===== config.mk =====
export PLATFORM = sky130hd
export DESIGN_NAME = moving_average_ring_flat
export DESIGN_NICKNAME = d
export VERILOG_FILES = /design/src/rtl/core/mar_pkg.sv /design/src/rtl/core/mar_channels.sv /design/src/rtl/core/moving_average_ring.sv /design/src/flat_wrapper.sv
export VERILOG_INCLUDE_DIRS = /design/src /design/src/rtl/core
export SDC_FILE = /design/constraint.sdc
export NUM_CORES = 2
export LEC_CHECK = 0
export BUFFER_PORTS_ARGS = -buffer_cell sky130_fd_sc_hd__buf_2
export CAP_MARGIN = 10
export CORE_MARGIN = 1.5
export CORE_UTILIZATION = 30
export CTS_CLUSTER_DIAMETER = 40
export DETAILED_ROUTE_END_ITERATION = 10
export GPL_TIMING_DRIVEN = 0
export SLEW_MARGIN = 20
export SYNTH_ARGS = -nofsm -noshare
export SYNTH_HDL_FRONTEND = slang
export SYNTH_SLANG_ARGS = --single-unit

===== constraint.sdc =====
create_clock -name clk -period 7.7 [get_ports clk]
set_input_delay 0.77 -clock clk [delete_from_list [all_inputs] [get_ports clk]]
set_output_delay 0.77 -clock clk [all_outputs]
set_load 0.005 [all_outputs]

===== src/rtl/core/moving_average_ring_macros.svh =====
// Assertion macros for the moving average block.
// Used by the top level only; clk and arst_n must be in scope where expanded.
`ifndef MOVING_AVERAGE_RING_MACROS_SVH
`define MOVING_AVERAGE_RING_MACROS_SVH

// Same-cycle implication, disabled during reset
`define MAR_ASSERT_IMP(label, ante, cons, msg) \
	label: assert property (@(posedge clk) disable iff (!arst_n) (ante) |-> (cons)) \
		else $error(msg);

// Next-cycle implication, disabled during reset
`define MAR_ASSERT_NXT(label, ante, cons, msg) \
	label: assert property (@(posedge clk) disable iff (!arst_n) (ante) |=> (cons)) \
		else $error(msg);

`endif


===== src/rtl/core/mar_pkg.sv =====
// Package for the moving average block: sizes and payload types.
// No dependencies; used by the channel interfaces and the top level.
`default_nettype none

package mar_pkg;

	localparam int MAX_WINDOW  = 64;
	localparam int SAMPLE_BITS = 16;
	localparam int WL_BITS     = 7;
	localparam int POS_BITS    = $clog2(MAX_WINDOW);
	// |sum| <= MAX_WINDOW * 2^(SAMPLE_BITS-1), so one bit above that magnitude
	localparam int MAG_BITS    = $clog2(MAX_WINDOW) + SAMPLE_BITS;
	localparam int SUM_BITS    = MAG_BITS;
	localparam int CNT_BITS    = $clog2(MAG_BITS);
	// remainder of the division stays below the window length
	localparam int REM_BITS    = $clog2(MAX_WINDOW + 1);

	typedef logic signed [SAMPLE_BITS-1:0] sample_t;
	typedef logic signed [SUM_BITS-1:0]    sum_t;
	typedef logic        [MAG_BITS-1:0]    mag_t;
	typedef logic        [WL_BITS-1:0]     wlen_t;
	typedef logic        [POS_BITS-1:0]    pos_t;

endpackage

`default_nettype wire


===== src/rtl/core/mar_channels.sv =====
// Valid/ready channel interfaces of the moving average block.
// Depends on mar_pkg for the payload types.
`default_nettype none

// Sample input channel
interface mar_sample_if;
	logic             valid;
	logic             ready;
	mar_pkg::sample_t sample;

	modport source (output valid, output sample, input ready);
	modport sink (input valid, input sample, output ready);
endinterface

// Result output channel
interface mar_result_if;
	logic             valid;
	logic             ready;
	logic             ready_res;
	mar_pkg::sample_t average;

	modport source (output valid, output ready_res, output average, input ready);
	modport sink (input valid, input ready_res, input average, output ready);
endinterface

// Window length write channel
interface mar_cfg_if;
	logic           valid;
	logic           ready;
	mar_pkg::wlen_t window_length;

	modport source (output valid, output window_length, input ready);
	modport sink (input valid, input window_length, output ready);
endinterface

`default_nettype wire


===== src/rtl/core/moving_average_ring.sv =====
// Moving average over a ring of recent samples, with a bit-serial divider.
// Depends on mar_pkg, the channels in mar_channels.sv and the assertion macros.
//
// Usage:
//   samples : one signed sample per beat (valid/ready).
//   results : one beat per sample: ready_res and the held average.
//   cfg     : writes window_length (0..64, above 64 acts as 64, 0 disables).
//             Always ready; a write clears ring, position, sum, flag, average.
//             Write only while no sample is in flight.
// Timing:
//   A sample is taken together with the old ring entry at its position; the
//   sum is updated in ST_READ, then the restoring divider runs one quotient
//   bit per cycle in ST_DIV, and the result is loaded in ST_WAIT once the
//   output register is free. ST_DIV is skipped while the window is still
//   filling, and ST_READ too when disabled. One sample is worked on at a time;
//   the next is accepted as soon as the previous result is in the output register.
// Reset: window_length returns to 8, the ring reads as zero (per-entry valid
//   bits), nothing is pending.
// Stall: a stalled result holds in the output register; a finished sample
//   waits until that register frees, and no new sample is taken meanwhile.
`default_nettype none

module moving_average_ring (
	input  wire           clk,
	input  wire           arst_n,
	mar_sample_if.sink    samples,
	mar_result_if.source  results,
	mar_cfg_if.sink       cfg
);

	`include "moving_average_ring_macros.svh"

	localparam logic [1:0] ST_IDLE = 2'd0;
	localparam logic [1:0] ST_READ = 2'd1;
	localparam logic [1:0] ST_DIV  = 2'd2;
	localparam logic [1:0] ST_WAIT = 2'd3;

	localparam int SX = mar_pkg::SUM_BITS - mar_pkg::SAMPLE_BITS;

	logic [1:0]                      state_q;
	mar_pkg::wlen_t                  wl_q;
	logic [mar_pkg::MAX_WINDOW-1:0]  valid_q;
	mar_pkg::sample_t                mem [mar_pkg::MAX_WINDOW];
	mar_pkg::sample_t                rd_q;
	mar_pkg::sample_t                smp_q;
	mar_pkg::pos_t                   wp_q;
	mar_pkg::sum_t                   sum_q;
	logic                            filled_q;
	mar_pkg::sample_t                held_q;
	logic [mar_pkg::CNT_BITS-1:0]    cnt_q;
	logic [mar_pkg::REM_BITS-1:0]    rem_q;
	mar_pkg::mag_t                   dvd_q;
	logic                            neg_q;
	logic                            upd_q;
	logic                            zero_q;
	logic                            res_valid_q;
	logic                            res_rdy_q;
	mar_pkg::sample_t                res_avg_q;

	// effective window length, saturated
	mar_pkg::wlen_t len;
	logic           len_zero;
	assign len      = (wl_q > mar_pkg::WL_BITS'(mar_pkg::MAX_WINDOW))
	                  ? mar_pkg::WL_BITS'(mar_pkg::MAX_WINDOW) : wl_q;
	assign len_zero = (len == '0);

	// handshakes
	logic in_fire, cfg_fire, out_free;
	assign samples.ready = (state_q == ST_IDLE);
	assign in_fire       = samples.valid && samples.ready;
	assign cfg.ready     = 1'b1;
	assign cfg_fire      = cfg.valid;
	assign out_free      = !res_valid_q || results.ready;

	// current and next write position
	mar_pkg::pos_t               wp_cur, wp_nxt;
	logic [mar_pkg::POS_BITS:0]  wp_inc;
	assign wp_cur = ({1'b0, wp_q} >= len) ? '0 : wp_q;
	assign wp_inc = {1'b0, wp_cur} + 1'b1;
	assign wp_nxt = (wp_inc >= len) ? '0 : wp_inc[mar_pkg::POS_BITS-1:0];

	// running sum update and its magnitude for the divider
	mar_pkg::sample_t old_smp;
	mar_pkg::sum_t    sum_nxt;
	mar_pkg::mag_t    mag_nxt;
	logic             filled_nxt;
	assign old_smp    = valid_q[wp_cur] ? rd_q : '0;
	assign sum_nxt    = sum_q + {{SX{smp_q[mar_pkg::SAMPLE_BITS-1]}}, smp_q}
	                  - {{SX{old_smp[mar_pkg::SAMPLE_BITS-1]}}, old_smp};
	assign mag_nxt    = sum_nxt[mar_pkg::SUM_BITS-1] ? mar_pkg::MAG_BITS'(-sum_nxt)
	                                                 : mar_pkg::MAG_BITS'(sum_nxt);
	assign filled_nxt = filled_q || (wp_nxt == '0);

	// one restoring step: shift in the next dividend bit, subtract if it fits
	logic [mar_pkg::REM_BITS:0] trial;
	logic                       fits;
	assign trial = {rem_q, dvd_q[mar_pkg::MAG_BITS-1]};
	assign fits  = (trial >= (mar_pkg::REM_BITS+1)'(len));

	// quotient with sign restored, low bits only
	mar_pkg::sample_t quo;
	mar_pkg::sample_t avg_nxt;
	assign quo     = neg_q ? mar_pkg::SAMPLE_BITS'(-dvd_q[mar_pkg::SAMPLE_BITS-1:0])
	                       : dvd_q[mar_pkg::SAMPLE_BITS-1:0];
	assign avg_nxt = zero_q ? '0 : (upd_q ? quo : held_q);

	// ring storage, no reset: valid bits mask unwritten entries
	always_ff @(posedge clk) begin
		if (in_fire) begin
			rd_q  <= mem[wp_cur];
			smp_q <= samples.sample;
		end
		if (state_q == ST_READ) begin
			mem[wp_cur] <= smp_q;
		end
	end

	// sequencer, window state and divider
	always_ff @(posedge clk or negedge arst_n) begin
		if (!arst_n) begin
			state_q  <= ST_IDLE;
			wl_q     <= mar_pkg::WL_BITS'(8);
			valid_q  <= '0;
			wp_q     <= '0;
			sum_q    <= '0;
			filled_q <= 1'b0;
			held_q   <= '0;
			cnt_q    <= '0;
			upd_q    <= 1'b0;
			zero_q   <= 1'b0;
		end else begin
			if (cfg_fire) begin
				wl_q     <= cfg.window_length;
				valid_q  <= '0;
				wp_q     <= '0;
				sum_q    <= '0;
				filled_q <= 1'b0;
				held_q   <= '0;
			end
			case (state_q)
				ST_IDLE: begin
					if (in_fire) begin
						zero_q  <= len_zero;
						upd_q   <= 1'b0;
						state_q <= len_zero ? ST_WAIT : ST_READ;
					end
				end
				ST_READ: begin
					valid_q[wp_cur] <= 1'b1;
					wp_q     <= wp_nxt;
					sum_q    <= sum_nxt;
					filled_q <= filled_nxt;
					upd_q    <= filled_nxt;
					cnt_q    <= mar_pkg::CNT_BITS'(mar_pkg::MAG_BITS - 1);
					state_q  <= filled_nxt ? ST_DIV : ST_WAIT;
				end
				ST_DIV: begin
					cnt_q <= cnt_q - 1'b1;
					if (cnt_q == '0) begin
						state_q <= ST_WAIT;
					end
				end
				ST_WAIT: begin
					if (out_free) begin
						if (upd_q && !zero_q) begin
							held_q <= quo;
						end
						state_q <= ST_IDLE;
					end
				end
				default: state_q <= ST_IDLE;
			endcase
		end
	end

	// divider datapath, no reset needed
	always_ff @(posedge clk) begin
		if (state_q == ST_READ) begin
			dvd_q <= mag_nxt;
			rem_q <= '0;
			neg_q <= sum_nxt[mar_pkg::SUM_BITS-1];
		end else if (state_q == ST_DIV) begin
			dvd_q <= {dvd_q[mar_pkg::MAG_BITS-2:0], fits};
			rem_q <= fits ? mar_pkg::REM_BITS'(trial - (mar_pkg::REM_BITS+1)'(len))
			              : trial[mar_pkg::REM_BITS-1:0];
		end
	end

	// output register
	always_ff @(posedge clk or negedge arst_n) begin
		if (!arst_n) begin
			res_valid_q <= 1'b0;
		end else if (state_q == ST_WAIT && out_free) begin
			res_valid_q <= 1'b1;
		end else if (results.ready) begin
			res_valid_q <= 1'b0;
		end
	end

	always_ff @(posedge clk) begin
		if (state_q == ST_WAIT && out_free) begin
			res_rdy_q <= zero_q ? 1'b0 : filled_q;
			res_avg_q <= avg_nxt;
		end
	end

	assign results.valid     = res_valid_q;
	assign results.ready_res = res_rdy_q;
	assign results.average   = res_avg_q;

	// checks
	`MAR_ASSERT_NXT(a_busy_after_take, in_fire, state_q != ST_IDLE, "sample taken while idle kept")
	`MAR_ASSERT_NXT(a_div_ends, (state_q == ST_DIV) && (cnt_q == '0), state_q == ST_WAIT, "divider overran")
	`MAR_ASSERT_IMP(a_rem_below_len, state_q == ST_DIV, rem_q < mar_pkg::REM_BITS'(len), "remainder not below window length")
	`MAR_ASSERT_IMP(a_unfilled_zero, !filled_q, held_q == '0, "held average nonzero before first wrap")
	`MAR_ASSERT_IMP(a_not_ready_zero, results.valid && !results.ready_res, results.average == '0, "average nonzero while not ready")

endmodule

`default_nettype wire

===== src/flat_wrapper.sv =====
// flat-port wrapper written by rule: the top's interface ports become plain ports
module moving_average_ring_flat 
  (clk, arst_n, samples_valid, samples_sample, samples_ready, results_valid, results_ready_res, results_average, results_ready, cfg_valid, cfg_window_length, cfg_ready);
  mar_sample_if samples_i ();
  mar_result_if results_i ();
  mar_cfg_if cfg_i ();
  input  wire clk;
  input  wire arst_n;
  input wire logic [$bits(samples_i.valid)-1:0] samples_valid;
  input wire logic [$bits(samples_i.sample)-1:0] samples_sample;
  output wire logic [$bits(samples_i.ready)-1:0] samples_ready;
  output wire logic [$bits(results_i.valid)-1:0] results_valid;
  output wire logic [$bits(results_i.ready_res)-1:0] results_ready_res;
  output wire logic [$bits(results_i.average)-1:0] results_average;
  input wire logic [$bits(results_i.ready)-1:0] results_ready;
  input wire logic [$bits(cfg_i.valid)-1:0] cfg_valid;
  input wire logic [$bits(cfg_i.window_length)-1:0] cfg_window_length;
  output wire logic [$bits(cfg_i.ready)-1:0] cfg_ready;
  assign samples_i.valid = samples_valid;
  assign samples_i.sample = samples_sample;
  assign samples_ready = samples_i.ready;
  assign results_valid = results_i.valid;
  assign results_ready_res = results_i.ready_res;
  assign results_average = results_i.average;
  assign results_i.ready = results_ready;
  assign cfg_i.valid = cfg_valid;
  assign cfg_i.window_length = cfg_window_length;
  assign cfg_ready = cfg_i.ready;
  moving_average_ring u_core (.clk(clk), .arst_n(arst_n), .samples(samples_i), .results(results_i), .cfg(cfg_i));
endmodule

## Word-level counts from Yosys, hierarchy flattened

Memory sizes are Yosys's and may differ from the RTL's. A register that Yosys moved wholly into a read port is not among the register bits.
Index checks and enable logic that the tools add are counted.

- Register bits: 189
- Bits in writable memories: 1024
- Input port bits: 28
- Output and inout bits: 20
- Word-level logic and storage cells: 96
- Memories: 1

- Add/subtract/negate cells: 7
- Magnitude comparators: 6
- Equal/unequal tests: 6
- Multiplexer cells: 39
- Bitwise operators: 1
- Reductions and logical operators: 19

Memories:

| memory | words | bits a word | read ports | clocked after Yosys merged registers in | wr ports | line | RTL |
|---|---|---|---|---|---|---|---|
| u_core.mem | 64 | 16 | 1 | 1 | 1 | moving_average_ring.sv:43 | `mar_pkg::sample_t mem [mar_pkg::MAX_WINDOW];` |

Operators by type and width:

| operator | number |
|---|---|
| $mux W64 | 2 |
| $mux W16 | 7 |
| $mux W22 | 5 |
| $or A64 B64 Y64 | 1 |
| $mux W6 | 4 |
| $add A22 B22 Y22 | 1 |
| $neg A22 Y22 | 1 |
| $sub A22 B22 Y22 | 1 |
| $neg A16 Y16 | 1 |
| $mux W7 | 2 |
| $mux W1 | 10 |
| $pmux W5 S2 | 1 |
| $ge A8 B7 Y1 | 1 |
| $mux W2 | 4 |
| $pmux W2 S4 | 1 |
| $reduce_bool A2 Y1 | 4 |
| $add A6 B1 Y7 const B | 1 |
| $ge A6 B7 Y1 | 1 |
| $ge A7 B7 Y1 | 1 |
| $gt A7 B7 Y1 const B | 1 |
| $logic_not A7 Y1 | 1 |
| $lt A6 B7 Y1 const B | 1 |
| $sub A7 B7 Y7 | 1 |
| $bmux W1 S6 | 1 |
| 16 further kinds | 24 |

## Longest topological paths before layout

- Depth after elaboration: 11
- Mapped depth: 32
- Depth with buffers taken out: 26

## Least setup slack after synthesis

No wires, ideal clock.

- Path type: flip-flop to flip-flop
- From: register u_core.wp_q[0]
- To: register u_core.dvd_q[20], data pin
- Setup time: 259 ps
- Arrival time: 7112 ps
- Required time: 7441 ps
- Setup slack: 329 ps
- Stages on the path, launching flop included: 29
- Path buffers: 6
- Period minus slack after synthesis: 7371 ps
- Cell sequence: dfrtp_1 buf_2 buf_2 inv_1 clkbuf_1 buf_1 clkbuf_1 ha_1 nand2b_1 a211oi_2 o211ai_2 a2111oi_0 a211oi_1 and4_1 and4_1 clkbuf_1 and2_1 fa_1 inv_1 ha_1 and3_1 a221oi_2 xnor2_1 or4_1 nor3_1 nand3_1 nor3_1 a211oi_1 a211o_1

- Cells in the longest elaborated chain, start to end: 9

Ends and longest elaborated chain:

| what | line | RTL |
|---|---|---|
| from (decl) | moving_average_ring.sv:46 | `mar_pkg::pos_t wp_q;` |
| from (signal assigned) | moving_average_ring.sv:150 | `wp_q <= wp_nxt;` |
| $ge A6 B7 Y1 | moving_average_ring.sv:78 | `assign wp_cur = ({1'b0, wp_q} >= len) ? '0 : wp_q;` |
| $mux W6 (*) | moving_average_ring.sv:78 |  |
| $bmux W1 S6 (*) | moving_average_ring.sv:87 | `assign old_smp = valid_q[wp_cur] ? rd_q : '0;` |
| $mux W1 (not written as such) (*) | moving_average_ring.sv:87 |  |
| $mux W16 (*) | moving_average_ring.sv:87 |  |
| $sub A22 B22 Y22 (*) | moving_average_ring.sv:89 | `- {{SX{old_smp[mar_pkg::SAMPLE_BITS-1]}}, old_smp};` |
| $neg A22 Y22 | moving_average_ring.sv:90 | `assign mag_nxt = sum_nxt[mar_pkg::SUM_BITS-1] ? mar_pkg::MAG_BITS'(-sum_nxt)` |
| $mux W22 (*) | moving_average_ring.sv:90 |  |
| $mux W22 (*) | moving_average_ring.sv:178 | `if (state_q == ST_READ) begin` |
| to (signal assigned) | moving_average_ring.sv:179 | `dvd_q <= mag_nxt;` |
| to (signal assigned) | moving_average_ring.sv:183 | `dvd_q <= {dvd_q[mar_pkg::MAG_BITS-2:0], fits};` |
| to (decl) | moving_average_ring.sv:52 | `mar_pkg::mag_t dvd_q;` |

Every way passes the cells marked *; elsewhere a longest branch is shown, timed or not. The select of a mux whose other input is x is not followed.
A chain may end at the register's enable or synchronous reset.

## Final worst setup path

- From: register u_core.wp_q[0]
- To: register u_core.wp_q[5]

- Cells in the longest elaborated chain, start to end: 6

Ends and longest elaborated chain:

| what | line | RTL |
|---|---|---|
| $ge A6 B7 Y1 | moving_average_ring.sv:78 |  |
| $mux W6 (*) | moving_average_ring.sv:78 |  |
| $add A6 B1 Y7 (*) | moving_average_ring.sv:79 | `assign wp_inc = {1'b0, wp_cur} + 1'b1;` |
| $ge A7 B7 Y1 | moving_average_ring.sv:80 | `assign wp_nxt = (wp_inc >= len) ? '0 : wp_inc[mar_pkg::POS_BITS-1:0];` |
| $mux W6 (*) | moving_average_ring.sv:80 |  |
| $mux W6 (*) | moving_average_ring.sv:140 | `case (state_q)` |

Every way passes the cells marked *; elsewhere a longest branch is shown, timed or not.

==> impl_metrics.yaml <==
sta:
  max_freq_ghz: 0.133
  worst_pin_slew_ns: 1.21
  slew_headroom_pct: 19.5
  setup_viol: 0
  skew_ns: 0.0751
  drv_slew: 0
  final.period_utilization_pct: 97.3
  timing.final.ws_setup_ns: 0.205
  hold_viol: 0
  layout_min_cycle_time_ns: 7.49
route:
  vias_per_cell: 5.49
  ant_nets: 0
  drt_iter0_markers: 5728
  vias: 36900
  drc_errors: 0
  dr.pass1.iters: 9
  routedWlPerCell_um: 26.2
  finalWirelength_um: 176000
die:
  die_h_um: 419
  core-area_um2: 172000
  initial_utilization_pct: 30.2
  die_w_um: 419
  pin_count: 48
  die_area_um2: 175000
  row_count: 152
worst_setup_path:
  start_kind: "register"
  cp_max_fo: 19
  cp.arrival_ns: 8.20
  cp.required_ns: 8.40
  end_kind: "register"
  critPathKind: "reg -> reg"
power:
  total_power_uw: 24200
  power_density_nw_per_um2: 381
  p_leak_uw: 0.0217
  peakVddDrop_mv: 0.258
place:
  dp.final_hpwl_um: 119000
  gp_congestion: 0.907
  place_ws_ns: -1.98
  port_buffers: 45
  dpl_cell_area_um2: 57500
synthesis:
  synthFlopType: "edfxtp_1"
  synth-async-reset-ratio_pct: 10.3
  synth_compound_area_share_pct: 11.9
  muxShareOfSynthArea_pct: 2.76
  ys_seq_elements: 1229
  synth_top_family_by_area: "compound AO/OA/AOI/OAI gates"
  ys_seq_area_share_pct: 69.8
  syn_area_um2: 51900
  synthSimpleGateAreaFrac_pct: 9.59
  syn_area_per_cell_um2: 13.0
  synth_fa_ha_area_share_pct: 2.08
  synthCells: 3977
  synth_edf_count: 1096
  synthXorXnorAreaFrac_pct: 0.692
  synth_fp_nets: 4078
  yosysUniqueCellTypes: 80
  yosys_warnings: 0
grt:
  grtUsageTotal_pct: 19.6
  grt_pass1_vias: 35300
  grt_pass1_wl_um: 250000
  antenna_found_initial: 4
  grt_max_degree: 74
  grt_overflow: 0
clock_tree:
  cts-root-buf: "clkbuf_16"
  cts_buffer_depth: 3
  clkTransAtPathRegs_ns: 0.06
  cts-buffers-inserted: 157
  htreeDepth: 4
  cts_tree: "built"
  clock_sinks: 1229
  worst_skew_pair.late_latency_ns: 0.80
job:
  maxCapViolations: 0
hold_path:
  hold_path.class: "in -> reg"
layout:
  fin_area_um2: 63500
  nNetsFinal: 4390
  area_delta_synth_final_pct: 22.4
  final_cell_mix: "edfxtp_1 (1,096), nand2_1 (663), a21oi_1 (360)"
  final_common_cell: "edfxtp_1"
  layout-drive-gt1-share_pct: 14.8
status:
  status: "completed"
==> layout make-up <==
type / instances / area [um2]
Fill cell: 16100 / 108000
Timing Repair Buffer: 154 / 2330
Sequential cell: 1229 / 36200
Inverter: 173 / 658
Antenna cell: 1 / 2.50
Buffer: 253 / 1060
Clock buffer: 178 / 4080
Tap cell: 2310 / 2890
Clock inverter: 110 / 1550
Multi-Input combinational cell: 2321 / 14700
==> worst max-delay path, cell delays in order (launching register included) <==
cell	delay (ns)
dfrtp_1	0.36
buf_6	0.18
buf_8	0.18
clkinvlp_4	0.16
clkbuf_16	0.21
clkbuf_8	0.24
ha_1	0.31
nand2b_1	0.20
a211o_4	0.40
a21oi_4	0.28
nand2_4	0.16
inv_6	0.17
clkbuf_1	0.65
buf_1	0.61
clkdlybuf4s15_2	0.66
ha_1	0.39
ha_1	0.31
a21o_1	0.16
a21o_1	0.17
a21o_1	0.17
a21o_1	0.18
a21o_1	0.18
a21oi_1	0.28
and2_1	0.17
clkbuf_1	0.34
a22o_1	0.20
==> repair_timing <==
item / CTS / global route
hold buffers: 1 / 0
gates resized for setup: 29 / 37
pin swaps: 2 / 8
endpoints found under the setup margin: 407 / 29
endpoints found under the hold margin: 52 / 0
buffers inserted: 4 / 7
==> registers in the layout, indices dropped and copies added (netlist names), 16 cells and up <==
signal	flops
u_core.mem	1024
u_core.valid_q	64
u_core.results.average	16
u_core.smp_q	16
u_core.dvd_q	22
u_core.sum_q	22
u_core.rd_q	16
u_core.held_q	16
==> cells by family (layout without fill, tap and decap cells) <==
group,Yosys count,count (layout)
compound gates,958,958
xor+xnor,41,41
fa+ha+maj,73,73
buf+inv,427,868
flops,1229,1229
mux,118,118
other cells,1,2
simple gates,1130,1130
==> synth_stat cells, types with 12 or more instances <==
library cell	count	share of area (%)
o21ai_0	110	1.1
nand2b_1	15	0.18
nand2_1	663	4.8
a221oi_1	96	1.6
xnor2_1	20	0.34
nor3_1	25	0.24
a21oi_1	362	3.5
clkbuf_1	191	1.4
o22ai_1	100	1.2
mux2i_1	18	0.35
fa_1	22	0.85
buf_1	49	0.35
o211ai_1	18	0.26
and2_1	32	0.39
nor4_1	66	0.80
mux2_2	89	1.9
ha_1	51	1.2
nor2b_1	52	0.63
xor2_1	21	0.35
edfxtp_1	1096	63
a22oi_1	14	0.20
a2111o_1	12	0.26
nand3_1	45	0.43
dfrtp_1	125	6.0
nand4_1	12	0.14
a22o_1	14	0.24
inv_1	171	1.2
nor2_1	166	1.2
a31oi_1	61	0.74
a211oi_1	33	0.48
a21o_1	35	0.51
a222oi_1	12	0.23
a221o_1	25	0.48
==> through the flow <==
stage | utilization, % | std cells | hold WS [ns] | TNS, ns
2_1_floorplan | - | 3977 | 0.446 | 0
5_1_grt | 37.0 | 6729 | 0.145 | -0.0369
3_5_place_dp | 33.5 | 6429 | 0.465 | -169.57
6_report | 37.0 | 6729 | 0.159 | 0
3_3_place_gp | 32.0 | 6332 | 0.462 | -1346.21
4_1_cts | 36.8 | 6721 | 0.124 | 0
==> per-layer routing <==
metal | global-route usage, % | up-vias | share of wire, %
met4 | 9.83 | 2 | 5.5
met1 | 25.7 | 18400 | 38
met5 | 0 | - | 0.0062
met3 | 4.02 | 506 | 11
li1 | - | 15600 | -
met2 | 30.6 | 2400 | 45
==> power by group <==
group | total, uW | internal, uW | leakage, uW | switching, uW
clock network | 7860 | 4800 | 0.00269 | 3060
logic | 8220 | 2650 | 0.00738 | 5570
registers | 8140 | 7900 | 0.0116 | 239
==> path summary, 6_finish.rpt <==
kind / endpoint / startpoint / cells past startpoint / slack, ns
min in group asynchronous: u_core.cnt_q[1] / arst_n / 2 / 0.51
min reg2reg: u_core.sum_q[20] / u_core.sum_q[20] / 1 / 0.48
max in group asynchronous: u_core.valid_q[17] / arst_n / 3 / 6.47
max reg2reg: u_core.wp_q[5] / u_core.wp_q[0] / 25 / 0.21
min: u_core.smp_q[12] / samples_sample[12] / 1 / 0.16
max: u_core.wp_q[5] / u_core.wp_q[0] / 25 / 0.21
(Power assumes the default switching activity.)
